`config.mk`:
```
export PLATFORM = sky130hd
export DESIGN_NAME = echo_range_filter_seg_display
export DESIGN_NICKNAME = d
export VERILOG_FILES = /design/src/hw/rtl/erfsd_pkg.sv /design/src/hw/rtl/erfsd_dist.sv /design/src/hw/rtl/erfsd_core.sv /design/src/hw/rtl/echo_range_filter_seg_display.sv
export SDC_FILE = /design/constraint.sdc
export NUM_CORES = 1
export LEC_CHECK = 0
export BUFFER_PORTS_ARGS = -buffer_cell sky130_fd_sc_hd__buf_2
export CORE_AREA = 2 2 153 192
export CTS_CLUSTER_DIAMETER = 40
export DETAILED_ROUTE_END_ITERATION = 10
export DIE_AREA = 0 0 155 194
export SKIP_LAST_GASP = 1
export SLEW_MARGIN = 40
export SYNTH_ARGS = -nofsm -noshare
export SYNTH_HDL_FRONTEND = slang
export SYNTH_SLANG_ARGS = --single-unit
```
`constraint.sdc`:
```
create_clock -name clk -period 11.85 [get_ports clk]
set_input_delay 0.5925 -clock clk [delete_from_list [all_inputs] [get_ports clk]]
set_output_delay 0.5925 -clock clk [all_outputs]
set_load 0.02 [all_outputs]
```
`src/hw/rtl/erfsd_pkg.sv`:
```
`timescale 1ns / 1ps
// ----------------------------------------------------------------------------
// erfsd_pkg
// Shared types and constants for the echo range filter and segment display.
// ----------------------------------------------------------------------------
package erfsd_pkg;

	// item opcodes
	localparam logic OP_MEASURE = 1'b0;
	localparam logic OP_SCAN    = 1'b1;

	// active-low digit selects
	localparam logic [2:0] EN_ONES     = 3'd5;
	localparam logic [2:0] EN_TENS     = 3'd6;
	localparam logic [2:0] EN_HUNDREDS = 3'd3;
	localparam logic [2:0] EN_NONE     = 3'd7;

	// scan positions
	localparam logic [1:0] POS_ONES     = 2'd0;
	localparam logic [1:0] POS_TENS     = 2'd1;
	localparam logic [1:0] POS_HUNDREDS = 2'd2;

	// distance limits
	localparam logic [9:0]  DIST_MAX      = 10'd999;
	// smallest echo count whose distance count*12/58 exceeds the limit
	localparam logic [15:0] COUNT_SAT     = 16'd4834;
	// 6 * ceil(2^20 / 29): count*12/58 == (count * RECIP_6_29) >> 20 below saturation
	localparam logic [17:0] RECIP_6_29    = 18'd216948;
	// digit split reciprocals: /100 as *41 >> 12, /10 as *103 >> 10
	localparam logic [5:0]  RECIP_100     = 6'd41;
	localparam logic [6:0]  RECIP_10      = 7'd103;

	// stage-one result passed to the filter stage
	typedef struct packed {
		logic       opcode;
		logic       echo_seen;
		logic [9:0] dist_cm;
	} meas_t;

	// active-low seven-segment pattern of a decimal digit
	function automatic logic [7:0] seg_pattern(input logic [3:0] digit);
		logic [7:0] pat;
		case (digit)
			4'd0:    pat = 8'hC0;
			4'd1:    pat = 8'hF9;
			4'd2:    pat = 8'hA4;
			4'd3:    pat = 8'hB0;
			4'd4:    pat = 8'h99;
			4'd5:    pat = 8'h92;
			4'd6:    pat = 8'h82;
			4'd7:    pat = 8'hF8;
			4'd8:    pat = 8'h80;
			default: pat = 8'h90;
		endcase
		return pat;
	endfunction

endpackage

```
`src/hw/rtl/erfsd_dist.sv`:
```
`timescale 1ns / 1ps
// ----------------------------------------------------------------------------
// erfsd_dist
// Input register and echo count to distance conversion with saturation.
// ----------------------------------------------------------------------------
module erfsd_dist import erfsd_pkg::*; (
	input  logic        clk,
	input  logic        arst_n,
	input  logic        in_valid,
	output logic        in_stall,
	input  logic        opcode,
	input  logic [15:0] echo_count,
	input  logic        echo_seen,
	output logic        meas_valid,
	input  logic        meas_ready,
	output meas_t       meas
);

	logic        valid_s1;
	logic        opcode_s1;
	logic [15:0] count_s1;
	logic        seen_s1;
	logic        valid_s2;
	meas_t       meas_s2;
	logic        adv_s1;
	logic        ready_s2;
	logic [30:0] prod;
	logic [9:0]  dist_cm;

	assign ready_s2 = !valid_s2 || meas_ready;
	assign adv_s1   = valid_s1 && ready_s2;
	assign in_stall = valid_s1 && !ready_s2;

	// input register
	always_ff @(posedge clk or negedge arst_n) begin
		if (!arst_n) begin
			valid_s1 <= 1'b0;
		end else if (!in_stall) begin
			valid_s1 <= in_valid;
		end
	end

	always_ff @(posedge clk) begin
		if (in_valid && !in_stall) begin
			opcode_s1 <= opcode;
			count_s1  <= echo_count;
			seen_s1   <= echo_seen;
		end
	end

	// distance = count*12/58 by reciprocal, saturated, zero without echo
	assign prod = count_s1[12:0] * RECIP_6_29;

	always_comb begin
		if (!seen_s1) begin
			dist_cm = 10'd0;
		end else if (count_s1 >= COUNT_SAT) begin
			dist_cm = DIST_MAX;
		end else begin
			dist_cm = prod[29:20];
		end
	end

	// conversion result register
	always_ff @(posedge clk or negedge arst_n) begin
		if (!arst_n) begin
			valid_s2 <= 1'b0;
		end else if (ready_s2) begin
			valid_s2 <= valid_s1;
		end
	end

	always_ff @(posedge clk) begin
		if (adv_s1) begin
			meas_s2.opcode    <= opcode_s1;
			meas_s2.echo_seen <= seen_s1;
			meas_s2.dist_cm   <= dist_cm;
		end
	end

	assign meas_valid = valid_s2;
	assign meas       = meas_s2;

endmodule

```
`src/hw/rtl/erfsd_core.sv`:
```
`timescale 1ns / 1ps
// ----------------------------------------------------------------------------
// erfsd_core
// Change filter, digit latch, display scan and result register.
// ----------------------------------------------------------------------------
module erfsd_core import erfsd_pkg::*; (
	input  logic       clk,
	input  logic       arst_n,
	input  logic [3:0] threshold,
	input  logic       meas_valid,
	output logic       meas_ready,
	input  meas_t      meas,
	output logic       out_valid,
	input  logic       out_stall,
	output logic [7:0] segment_pattern,
	output logic [2:0] digit_enable,
	output logic [9:0] shown_distance,
	output logic [9:0] latest_distance,
	output logic       timeout_indicator
);

	logic       out_valid_q;
	logic [9:0] shown_q;
	logic [9:0] latest_q;
	logic [3:0] count_q;
	logic [7:0] digit_q [3];
	logic [1:0] pos_q;
	logic       ind_q;
	logic [7:0] pattern_q;
	logic [2:0] enable_q;
	logic       adv;

	logic [15:0] h_prod;
	logic [3:0]  hund;
	logic [6:0]  rem;
	logic [13:0] t_prod;
	logic [3:0]  tens;
	logic [3:0]  ones;
	logic [3:0]  count_inc;
	logic        take;

	assign meas_ready = !out_valid_q || !out_stall;
	assign adv        = meas_valid && meas_ready;

	// decimal split of the new reading
	assign h_prod = meas.dist_cm * RECIP_100;
	assign hund   = h_prod[15:12];
	assign rem    = 7'(meas.dist_cm - 10'(hund) * 10'd100);
	assign t_prod = rem * RECIP_10;
	assign tens   = t_prod[13:10];
	assign ones   = 4'(rem - 7'(tens) * 7'd10);

	// change filter
	always_comb begin
		if (meas.dist_cm == shown_q) begin
			count_inc = 4'd0;
		end else if (count_q != 4'd15) begin
			count_inc = count_q + 4'd1;
		end else begin
			count_inc = count_q;
		end
		take = (count_inc >= threshold);
	end

	// result valid
	always_ff @(posedge clk or negedge arst_n) begin
		if (!arst_n) begin
			out_valid_q <= 1'b0;
		end else if (meas_ready) begin
			out_valid_q <= meas_valid;
		end
	end

	// filter, digit and scan state; these registers are also the result
	always_ff @(posedge clk or negedge arst_n) begin
		if (!arst_n) begin
			shown_q    <= 10'd0;
			latest_q   <= 10'd0;
			count_q    <= 4'd0;
			digit_q[0] <= 8'd0;
			digit_q[1] <= 8'd0;
			digit_q[2] <= 8'd0;
			pos_q      <= POS_ONES;
			ind_q      <= 1'b0;
			pattern_q  <= 8'd0;
			enable_q   <= EN_NONE;
		end else if (adv) begin
			if (meas.opcode == OP_MEASURE) begin
				latest_q <= meas.dist_cm;
				if (!meas.echo_seen) begin
					ind_q <= ~ind_q;
				end
				if (take) begin
					count_q    <= 4'd0;
					shown_q    <= meas.dist_cm;
					digit_q[0] <= seg_pattern(ones);
					digit_q[1] <= seg_pattern(tens);
					digit_q[2] <= seg_pattern(hund);
				end else begin
					count_q <= count_inc;
				end
			end else begin
				unique case (pos_q)
					POS_TENS: begin
						pattern_q <= digit_q[1];
						enable_q  <= EN_TENS;
						pos_q     <= POS_HUNDREDS;
					end
					POS_HUNDREDS: begin
						pattern_q <= digit_q[2];
						enable_q  <= EN_HUNDREDS;
						pos_q     <= POS_ONES;
					end
					default: begin
						pattern_q <= digit_q[0];
						enable_q  <= EN_ONES;
						pos_q     <= POS_TENS;
					end
				endcase
			end
		end
	end

	assign out_valid         = out_valid_q;
	assign segment_pattern   = pattern_q;
	assign digit_enable      = enable_q;
	assign shown_distance    = shown_q;
	assign latest_distance   = latest_q;
	assign timeout_indicator = ind_q;

endmodule

```
`src/hw/rtl/echo_range_filter_seg_display.sv`:
```
`timescale 1ns / 1ps
// An accepted item passes the input register, the distance register and
// the result register in that order before its result is valid.
// Throughput: one item per cycle while out_stall is low; the distance stage
// holds a single constant multiply and the result stage the filter update.
// Reset: all filter and display state clears, digit select reads no digit,
// change threshold returns to 3.
// ----------------------------------------------------------------------------
// echo_range_filter_seg_display
// Ultrasonic echo to distance conversion with a change filter and a
// three-digit multiplexed seven-segment display driver.
// ----------------------------------------------------------------------------
module echo_range_filter_seg_display import erfsd_pkg::*; (
	input  logic        clk,
	input  logic        arst_n,
	input  logic        cfg_valid,
	output logic        cfg_ready,
	input  logic [3:0]  cfg_data,
	input  logic        in_valid,
	output logic        in_stall,
	input  logic        opcode,
	input  logic [15:0] echo_count,
	input  logic        echo_seen,
	output logic        out_valid,
	input  logic        out_stall,
	output logic [7:0]  segment_pattern,
	output logic [2:0]  digit_enable,
	output logic [9:0]  shown_distance,
	output logic [9:0]  latest_distance,
	output logic        timeout_indicator
);

	logic [3:0] threshold_q;
	logic       meas_valid;
	logic       meas_ready;
	meas_t      meas;

	// threshold register, written by a config transaction
	assign cfg_ready = 1'b1;

	always_ff @(posedge clk or negedge arst_n) begin
		if (!arst_n) begin
			threshold_q <= 4'd3;
		end else if (cfg_valid && cfg_ready) begin
			threshold_q <= cfg_data;
		end
	end

	erfsd_dist u_dist (
		.clk        (clk),
		.arst_n     (arst_n),
		.in_valid   (in_valid),
		.in_stall   (in_stall),
		.opcode     (opcode),
		.echo_count (echo_count),
		.echo_seen  (echo_seen),
		.meas_valid (meas_valid),
		.meas_ready (meas_ready),
		.meas       (meas)
	);

	erfsd_core u_core (
		.clk               (clk),
		.arst_n            (arst_n),
		.threshold         (threshold_q),
		.meas_valid        (meas_valid),
		.meas_ready        (meas_ready),
		.meas              (meas),
		.out_valid         (out_valid),
		.out_stall         (out_stall),
		.segment_pattern   (segment_pattern),
		.digit_enable      (digit_enable),
		.shown_distance    (shown_distance),
		.latest_distance   (latest_distance),
		.timeout_indicator (timeout_indicator)
	);

endmodule

```
Yosys cells after proc, flatten, opt, wreduce, memory -nomap -nowiden
Memory sizes are Yosys's and may differ from the RTL's. A register that Yosys moved wholly into a read port is not among the register bits.
Index checks and enable logic that the tools add are counted.

word-level totals
  register bits = 99
  ROM bits = 336
  output and inout bits = 35
  word-level logic and storage cells = 68
  memories = 3

operators by class
  add/subtract/negate cells = 3
  $mul = 5
  $lt $le $gt $ge = 2
  equal/unequal tests = 4
  mux-type cells = 7
  bitwise gates (word level) = 4
  reduce and logical (&&, ||, !) cells = 19

memory list
  memory           depth  width  read ports  clocked after memory_dff  wr ports  line             source
  (no name shown)  16     7      1           1                         0         erfsd_pkg.sv:43  case (digit)
  (no name shown)  16     7      1           1                         0         erfsd_pkg.sv:43
  (no name shown)  16     7      1           1                         0         erfsd_pkg.sv:43

operators with widths
  kind                                                   number
  multiplier 13 x 16 -> 28 bit, second input constant    1
  >= comparator 16 x 13 -> 1 bit, second input constant  1
  multiplier 10 x 6 -> 16 bit, second input constant     1
  one-hot mux 8 bit (2 select lines)                     1
  multiplier 7 x 7 -> 14 bit, second input constant      1
  2-to-1 mux 4 bit                                       3
  equality test 10 bit                                   1
  2-to-1 mux 10 bit                                      1
  logical NOT 1 bit                                      8
  subtractor 7 bit                                       1
  one-hot mux 3 bit (2 select lines)                     1
  AND reduction 3 bit                                    2
  multiplier 4 x 5 -> 5 bit, second input constant       1
  adder 4 x 1 -> 4 bit, second input constant            1
  >= comparator 4 bit                                    1
  logical AND 1 bit                                      4
  multiplier 4 x 3 -> 3 bit, second input constant       1
  inequality test 4 bit, second input constant           1
  inverter 1 bit                                         4
  one-hot mux 2 bit (2 select lines)                     1
  AND reduction 2 bit                                    2
  subtractor 4 bit                                       1
  equality test 2 x 1 -> 1 bit, second input constant    1
  equality test 2 bit, second input constant             1
  2 further kinds                                        3

Depth between registers and ports, before layout
Gate-level depths: netlist (run 1).

  word-level depth = 7
  mapped depth = 34
  mapped depth without buffers = 34

By module
Synthesis (run 1) repeated with hierarchy kept, for this count alone.

second synthesis, totals
  cells, all modules = 1,047
  area, all modules = 10,535.1 um2

modules (own cells, without submodules)
  module                         instances  cells an instance  area an instance (um2)
  erfsd_dist                     1          507                5,267.6
  erfsd_core                     1          530                5,108.6
  echo_range_filter_seg_display  1          10                 158.9

Worst setup path after synthesis (run 1)
OpenSTA, ideal clock, no wires.

  path type = register to register
  start point = register u_dist.meas_s2 (netlist bit u_dist.meas[6])
  end point = register u_core.digit_q[20] (netlist bit)
  data arrival time = 8.360 ns
  required time = 11.718 ns
  setup slack = 3.358 ns
  cell stages (with the launch flop) = 35
  clock period less this slack = 8.492 ns
  cell sequence = edfxtp_1 -> ha_1 -> fa_1 -> ha_1 -> ha_1 -> a2111oi_0 -> o221ai_1 -> o211ai_1 -> a21boi_1 -> mux2i_1 -> nand2_1 -> ha_1 -> inv_1 -> ha_1 -> and3b_1 -> a311o_1 -> xor2_1 -> ha_1 -> inv_1 -> fa_1 -> inv_1 -> fa_1 -> ha_1 -> ha_1 -> nand4_1 -> a21o_1 -> a31oi_4 -> nand2b_4 -> inv_1 -> ha_1 -> fa_1 -> xnor2_1 -> xnor3_1 -> a2111oi_2 -> nor3_1

between the ends
  word-level cells in the longest chain between the ends = 6
  elaborated cells between the ends (all ways) = 10

RTL lines
  what                         line              source
  start: declaration           erfsd_dist.sv:24  meas_t meas_s2;
  multiplier 10 x 6 -> 16 bit  erfsd_core.sv:46  assign h_prod = meas.dist_cm * RECIP_100;
  multiplier 4 x 5 -> 5 bit    erfsd_core.sv:48  assign rem = 7'(meas.dist_cm - 10'(hund) * 10'd100);
  subtractor 7 bit             erfsd_core.sv:48
  multiplier 7 x 7 -> 14 bit   erfsd_core.sv:49  assign t_prod = rem * RECIP_10;
  multiplier 4 x 3 -> 3 bit    erfsd_core.sv:51  assign ones = 4'(rem - 7'(tens) * 7'd10);
  subtractor 4 bit             erfsd_core.sv:51
  end: declaration             erfsd_core.sv:26  logic [7:0] digit_q [3];

Parallel ways exist; a longest one is shown, timed or not.
A chain may end at the register's enable or synchronous reset.

Final worst setup path (run 1)
  start point = register u_dist.meas_s2 (netlist bit u_dist.meas[4])
  end point = register u_core.digit_q[22] (netlist bit)

The elaborated chain is that of the path after synthesis.

==> results.tsv, run 1 <==
stage	metric	value	unit
outcome	outcome	completed	
place	placed cell count	1327	
yosys	Synth Cell Area	9730	µm²
critical_path	Worst EP arrival	9.64	ns
yosys	share of the synthesized area in the top cell type	0.233	
layout	Synth-to-Final Area Change	10.3	%
layout	most common cell after layout, fill and taps aside	ha_1	
drt	drt via density	4.80	
layout	ant diodes	0	
floorplanning	Die ar.	30100	µm²
timing	Worst slew margin	0.521	
clocking	CTS resizes	0	
yosys	post-synthesis sequential area ratio	0.266	
yosys	FF+latch count, synth	97	
yosys	Most used DFF post-synth	dfrtp_1	
run	Max Cap Viol	0	
layout	commonest cells after routing, fill and taps aside	ha_1, inv_1, nand2_1	
yosys	average size of a mapped cell	10.4	µm²
floorplanning	Core Rows	69	
drt	Routed Wire Length	20.4	mm
critical_path	Worst R2R End	u_core.digit_q[22]	
global_routing	antenna violations before repair	0	
place	hpwl dp	16.9	mm
place	I/O Buffers	60	
clocking	root buffer cell	clkbuf_16	
clocking	hold buffers post-CTS	0	
timing	Max Clock Freq	107	MHz
timing	worst-margin pin slew	0.719	ns
floorplanning	Core ar.	28200	µm²
critical_path	reg2reg setup slack	2.47	ns
place	GP Congestion	0.855	
floorplanning	die height	194	µm
clocking	CTS tree	built	
global_routing	pin count of the biggest net entering global routing	68	
critical_path	CP top delay family	adder cells	
timing	final hold vios	0	
timing	fin. max-slew vios	0	
drt	antenna viol nets, final	0	
hold_path	Tightest Hold Check Type	in2async	
global_routing	vias in the first global route	6873	
layout	FILL cells	2763	
timing	RSZ-0062 raised after global routing	no	
clocking	Post-CTS Setup Bufs	0	
critical_path	crit end category	flop	
critical_path	nature of the critical path startpoint	flop	
timing	final hold slack	0.325	ns
critical_path	CP most frequent cell	ha_1	
critical_path	required time of the critical path	12.11	ns
critical_path	Worst path slowest cell	fa_1	
floorplanning	die width	155	µm
yosys	Syn Nets	1232	
layout	non-filler cells, final	1343	
layout	share of cells above drive strength 1	0.107	
timing	Setup-failing EPs final	0	
drt	1st-iter DRT viols	281	
yosys	Area contributors post-synth	ha_1, fa_1, dfrtp_1	
timing	final worst-path cycle share	0.791	
clocking	CTS buffer count	9	
clocking	Reg clk slew, reported paths	0.08	ns
floorplanning	Initial Util	0.345	
timing	setup_tns	0	ns
layout	nets@finish	1284	
global_routing	first-pass GRT wire length	34.9	mm
drt	wire length per cell	15.2	µm
critical_path	r2r worst-path depth	32	
drt	vias	6443	
clocking	htree depth	3	
yosys	EDFF count, synth	30	
drt	Post-route DRC	0	
global_routing	global route total overflow	0	
critical_path	Setup CP Type	reg2reg	
yosys	Post-Syn Instances	931	
drt	First-pass DRT Iterations	4	
yosys	Yosys cell types	64	
yosys	Yosys top cell by area	ha_1	
critical_path	crit path max fanout	10	
critical_path	WP buf/inv	4	
yosys	synth warn	0	
global_routing	GRT Total Usage	0.146	
clocking	clk_lat worst skew	0.36	ns
critical_path	crit-path max cell delay	0.58	ns
yosys	async set or reset register ratio after synthesis	0.691	
critical_path	launching point of the worst reg2reg path	u_dist.meas[4]	
timing	clk_skew	0.0144	ns
clocking	Bufs on Longest Clock Path	2	
timing	minimum clock period	9.38	ns
clocking	clk sinks	97	
floorplanning	I/O pin total	62	
## worst max path at each step
stage,start,endpoint,slack [ns],cells past startpoint
after global placement,u_dist.meas[4],u_core.digit_q[22],2.70,32
after floorplan,u_dist.meas[6],u_core.digit_q[20],3.36,34
final,u_dist.meas[4],u_core.digit_q[22],2.47,32
after global routing,u_dist.meas[4],u_core.digit_q[22],1.89,32
after detailed placement,u_dist.meas[4],u_core.digit_q[22],2.54,32
after CTS,u_dist.meas[4],u_core.digit_q[22],2.45,32
## layer usage
| layer | up-vias | global-route usage | wire [µm] |
|---|---|---|---|
| met5 | - | 0 | 0 |
| met4 | 0 | 0.0473 | 650 |
| met3 | 33 | 0.0210 | 458 |
| met2 | 91 | 0.261 | 10500 |
| met1 | 3090 | 0.178 | 8800 |
| li1 | 3229 | - | - |
## synthesized netlist by cell type (all sizes together) (3+ instances only)
| cell type | n |
|---|---|
| ha | 181 |
| inv | 145 |
| nand2 | 101 |
| fa | 93 |
| dfrtp | 62 |
| o21ai | 39 |
| a21oi | 30 |
| edfxtp | 30 |
| nor2 | 28 |
| xnor2 | 28 |
| clkbuf | 16 |
| nor3 | 15 |
| nand2b | 14 |
| xor2 | 14 |
| nand4 | 10 |
| o31ai | 10 |
| nand3 | 9 |
| a31oi | 8 |
| a21o | 7 |
| a22oi | 7 |
| buf | 6 |
| mux2 | 6 |
| dfstp | 5 |
| mux2i | 5 |
| o21a | 5 |
| a211oi | 4 |
| and2 | 4 |
| o41ai | 4 |
| or2 | 4 |
| a2111oi | 3 |
| a32o | 3 |
| nor2b | 3 |
| nor4 | 3 |
| o211ai | 3 |
## final cells by class
type / instances / area (µm²) / area share
Tap cell: 355 / 444 / 0.0414
Clock inverter: 7 / 72.6 / 0.00677
Timing Repair Buffer: 63 / 327 / 0.0304
Inverter: 145 / 544 / 0.0507
Sequential cell: 97 / 2580 / 0.241
Multi-Input combinational cell: 667 / 6530 / 0.609
Clock buffer: 9 / 225 / 0.0210
## stage by stage
| step | util | area [µm²] | setup slack (ns) |
|---|---|---|---|
| floorplan | - | 9730 | 3.36 |
| detailed placement | 0.369 | 10400 | 2.54 |
| global placement | 0.369 | 10400 | 2.70 |
| global route | 0.380 | 10700 | 1.89 |
| finish | 0.380 | 10700 | 2.47 |
| CTS | 0.380 | 10700 | 2.45 |
## state kept, by name (all words and copies together), names as in the netlist
register / cells
u_core.pos_q: 2
u_core.timeout_indicator: 1
u_dist.meas_valid: 1
threshold_q: 4
u_core.digit_q: 22
u_core.digit_enable: 3
u_dist.seen_s1: 1
u_dist.opcode_s1: 1
u_dist.valid_s1: 1
u_core.out_valid: 1
u_dist.count_s1: 16
u_core.latest_distance: 10
u_core.shown_distance: 10
u_dist.meas: 12
u_core.segment_pattern: 8
u_core.count_q: 4
## cell families (layout without fill, tap and decap cells)
| group | after synthesis | count (layout) | share of synthesized area |
|---|---|---|---|
| other | 1 | 1 | 0.000386 |
| adder cells (fa/ha/maj) | 275 | 275 | 0.425 |
| AO/OA/AOI/OAI | 138 | 138 | 0.0970 |
| XOR/XNOR | 43 | 43 | 0.0401 |
| AND/OR/NAND/NOR | 199 | 199 | 0.0943 |
| buffers and inverters | 167 | 224 | 0.0652 |
| flip-flops | 97 | 97 | 0.266 |
| multiplexers | 11 | 11 | 0.0121 |
Power of run 1 is left out: the tool's default activity adds up to more than one toggle a clock period on the data nets, which glitch-free logic cannot reach.
==> inputs of run 2 (changes only) <==
Clock period 11.85 ns to 8.31 ns, I/O delays scaled along.
==> run 2 against run 1 <==
The run now ends with setup timing left; clock skew up 0.0056 ns; register-to-register slack worse by 2.7 ns; non-clock buffer count up 78; cell count up 5.8%; worst hold slack worse by 0.19 ns; critical endpoint is now u_core.digit_q[20].
==> results.tsv, run 2 (synthesized netlist as in run 1, its figures left out) <==
stage	metric	value	unit	change
clocking	Reg clk slew, reported paths	0.09	ns	about the same
global_routing	first-pass GRT wire length	36.6	mm	+4.8%
drt	1st-iter DRT viols	342		+22%
critical_path	Worst R2R End	u_core.digit_q[20]		
drt	Post-route DRC	0		unchanged
global_routing	antenna violations before repair	0		unchanged
critical_path	Setup CP Type	reg2reg		
floorplanning	die height	194	µm	unchanged
place	hpwl dp	17.0	mm	+0.61%
floorplanning	Initial Util	0.345		unchanged
global_routing	pin count of the biggest net entering global routing	68		unchanged
critical_path	CP top delay family	adder cells		
timing	Setup-failing EPs final	7		+7
critical_path	Worst path slowest cell	fa_2		
drt	drt via density	4.83		+0.64%
timing	clk_skew	0.0200	ns	+0.00562 ns
drt	First-pass DRT Iterations	4		unchanged
timing	Max Clock Freq	117	MHz	+9.7%
critical_path	WP buf/inv	5		+1
floorplanning	Die ar.	30100	µm²	unchanged
critical_path	CP most frequent cell	ha_4		
timing	final worst-path cycle share	1.03		+0.237
critical_path	Worst setup startpoint	u_dist.meas[4]		
critical_path	crit path max fanout	4		-6
layout	nets@finish	1362		+6.1%
critical_path	crit-path max cell delay	0.55	ns	-0.03 ns
clocking	CTS buffer count	9		unchanged
layout	FILL cells	2648		-4.2%
global_routing	GRT Total Usage	0.153		+0.00705
outcome	failing checks	setup timing		
hold_path	Tightest Hold Check Type	in2async		
critical_path	r2r worst-path depth	35		+9.4%
drt	antenna viol nets, final	0		unchanged
critical_path	required time of the critical path	8.55	ns	-3.56 ns
layout	ant diodes	0		unchanged
floorplanning	die width	155	µm	unchanged
floorplanning	I/O pin total	62		unchanged
drt	wire length per cell	15.4	µm	+1.1%
critical_path	reg2reg setup slack	-0.24	ns	-2.71 ns
clocking	root buffer cell	clkbuf_16		
critical_path	crit end category	flop		
place	I/O Buffers	60		unchanged
layout	commonest cells after routing, fill and taps aside	ha_1, inv_1, nand2_1		
clocking	CTS tree	built		
timing	fin. max-slew vios	0		unchanged
critical_path	nature of the critical path startpoint	flop		
clocking	Bufs on Longest Clock Path	2		unchanged
outcome	outcome	finished with violations		
layout	max FFs per register	22		unchanged
timing	Worst slew margin	0.534		+0.0136
global_routing	global route total overflow	0		unchanged
floorplanning	Core ar.	28200	µm²	unchanged
layout	Synth-to-Final Area Change	19.6	%	
drt	Routed Wire Length	21.8	mm	+6.9%
clocking	clk_lat worst skew	0.36	ns	about the same
run	Max Cap Viol	0		unchanged
timing	setup_tns	-1.27	ns	-1.27 ns
critical_path	Worst EP arrival	8.78	ns	-0.86 ns
floorplanning	Core Rows	69		unchanged
global_routing	vias in the first global route	7241		+5.4%
layout	most common cell after layout, fill and taps aside	ha_1		
critical_path	launching point of the worst reg2reg path	u_dist.meas[4]		
layout	Largest Register	u_core.digit_q		
timing	worst-margin pin slew	0.698	ns	-0.0204 ns
drt	vias	6861		+6.5%
timing	final hold vios	0		unchanged
clocking	htree depth	3		unchanged
timing	RSZ-0062 raised after global routing	yes		
timing	minimum clock period	8.55	ns	-0.828 ns
clocking	clk sinks	97		unchanged
timing	setup ws final	-0.237	ns	-2.71 ns
layout	share of cells above drive strength 1	0.205		+0.0972
place	GP Congestion	0.824		-3.6%
-- run 2: final cells by class --
cell class,count,area (µm²),area share
repair buffers,141,920,0.0791
clock buffers,9,225,0.0194
multi-input cells,667,6830,0.587
well taps,355,444,0.0382
clock inverters,7,81.3,0.00699
inverters,145,547,0.0470
flip-flops and latches,97,2580,0.222
-- run 2: per-stage QoR --
step	instances	hold WS, ns	instance area (µm²)	util	setup WS (ns)
3_3_place_gp	1360	0.411	10700	0.378	0.0536
2_1_floorplan	931	0.120	9750	-	-0.0577
6_report	1421	0.135	11600	0.412	-0.237
5_1_grt	1421	0.188	11600	0.412	-0.586
4_1_cts	1420	0.157	11400	0.403	-0.0167
3_5_place_dp	1360	0.407	10700	0.378	-0.168
-- run 2: worst max path at each step --
stage | to | cells after the start
global route | u_core.digit_q[20] | 35
global placement | u_core.digit_q[20] | 34
CTS | u_core.digit_q[20] | 35
floorplan | u_core.digit_q[20] | 34
finish | u_core.digit_q[20] | 35
detailed placement | u_core.digit_q[20] | 34
-- run 2: repair_timing --
| action | 4_1_cts | 5_1_grt |
|---|---|---|
| gates resized for setup | 7 | 31 |
| buffers inserted | 44 | 7 |
| pin swaps | 6 | 28 |
| hold buffers | 0 | 0 |
| setup endpoints to repair | 7 | 17 |
| hold endpoints to repair | 0 | 0 |
-- run 2: routing by layer --
metal | global-route usage | part of all wire | vias to the layer above
met2 | 0.285 | 0.54 | 124
met4 | 0.0418 | 0.020 | 0
li1 | - | - | 3384
met5 | 0 | 0 | -
met1 | 0.182 | 0.42 | 3327
met3 | 0.0194 | 0.027 | 26
Power of run 2 is left out for the same reason.
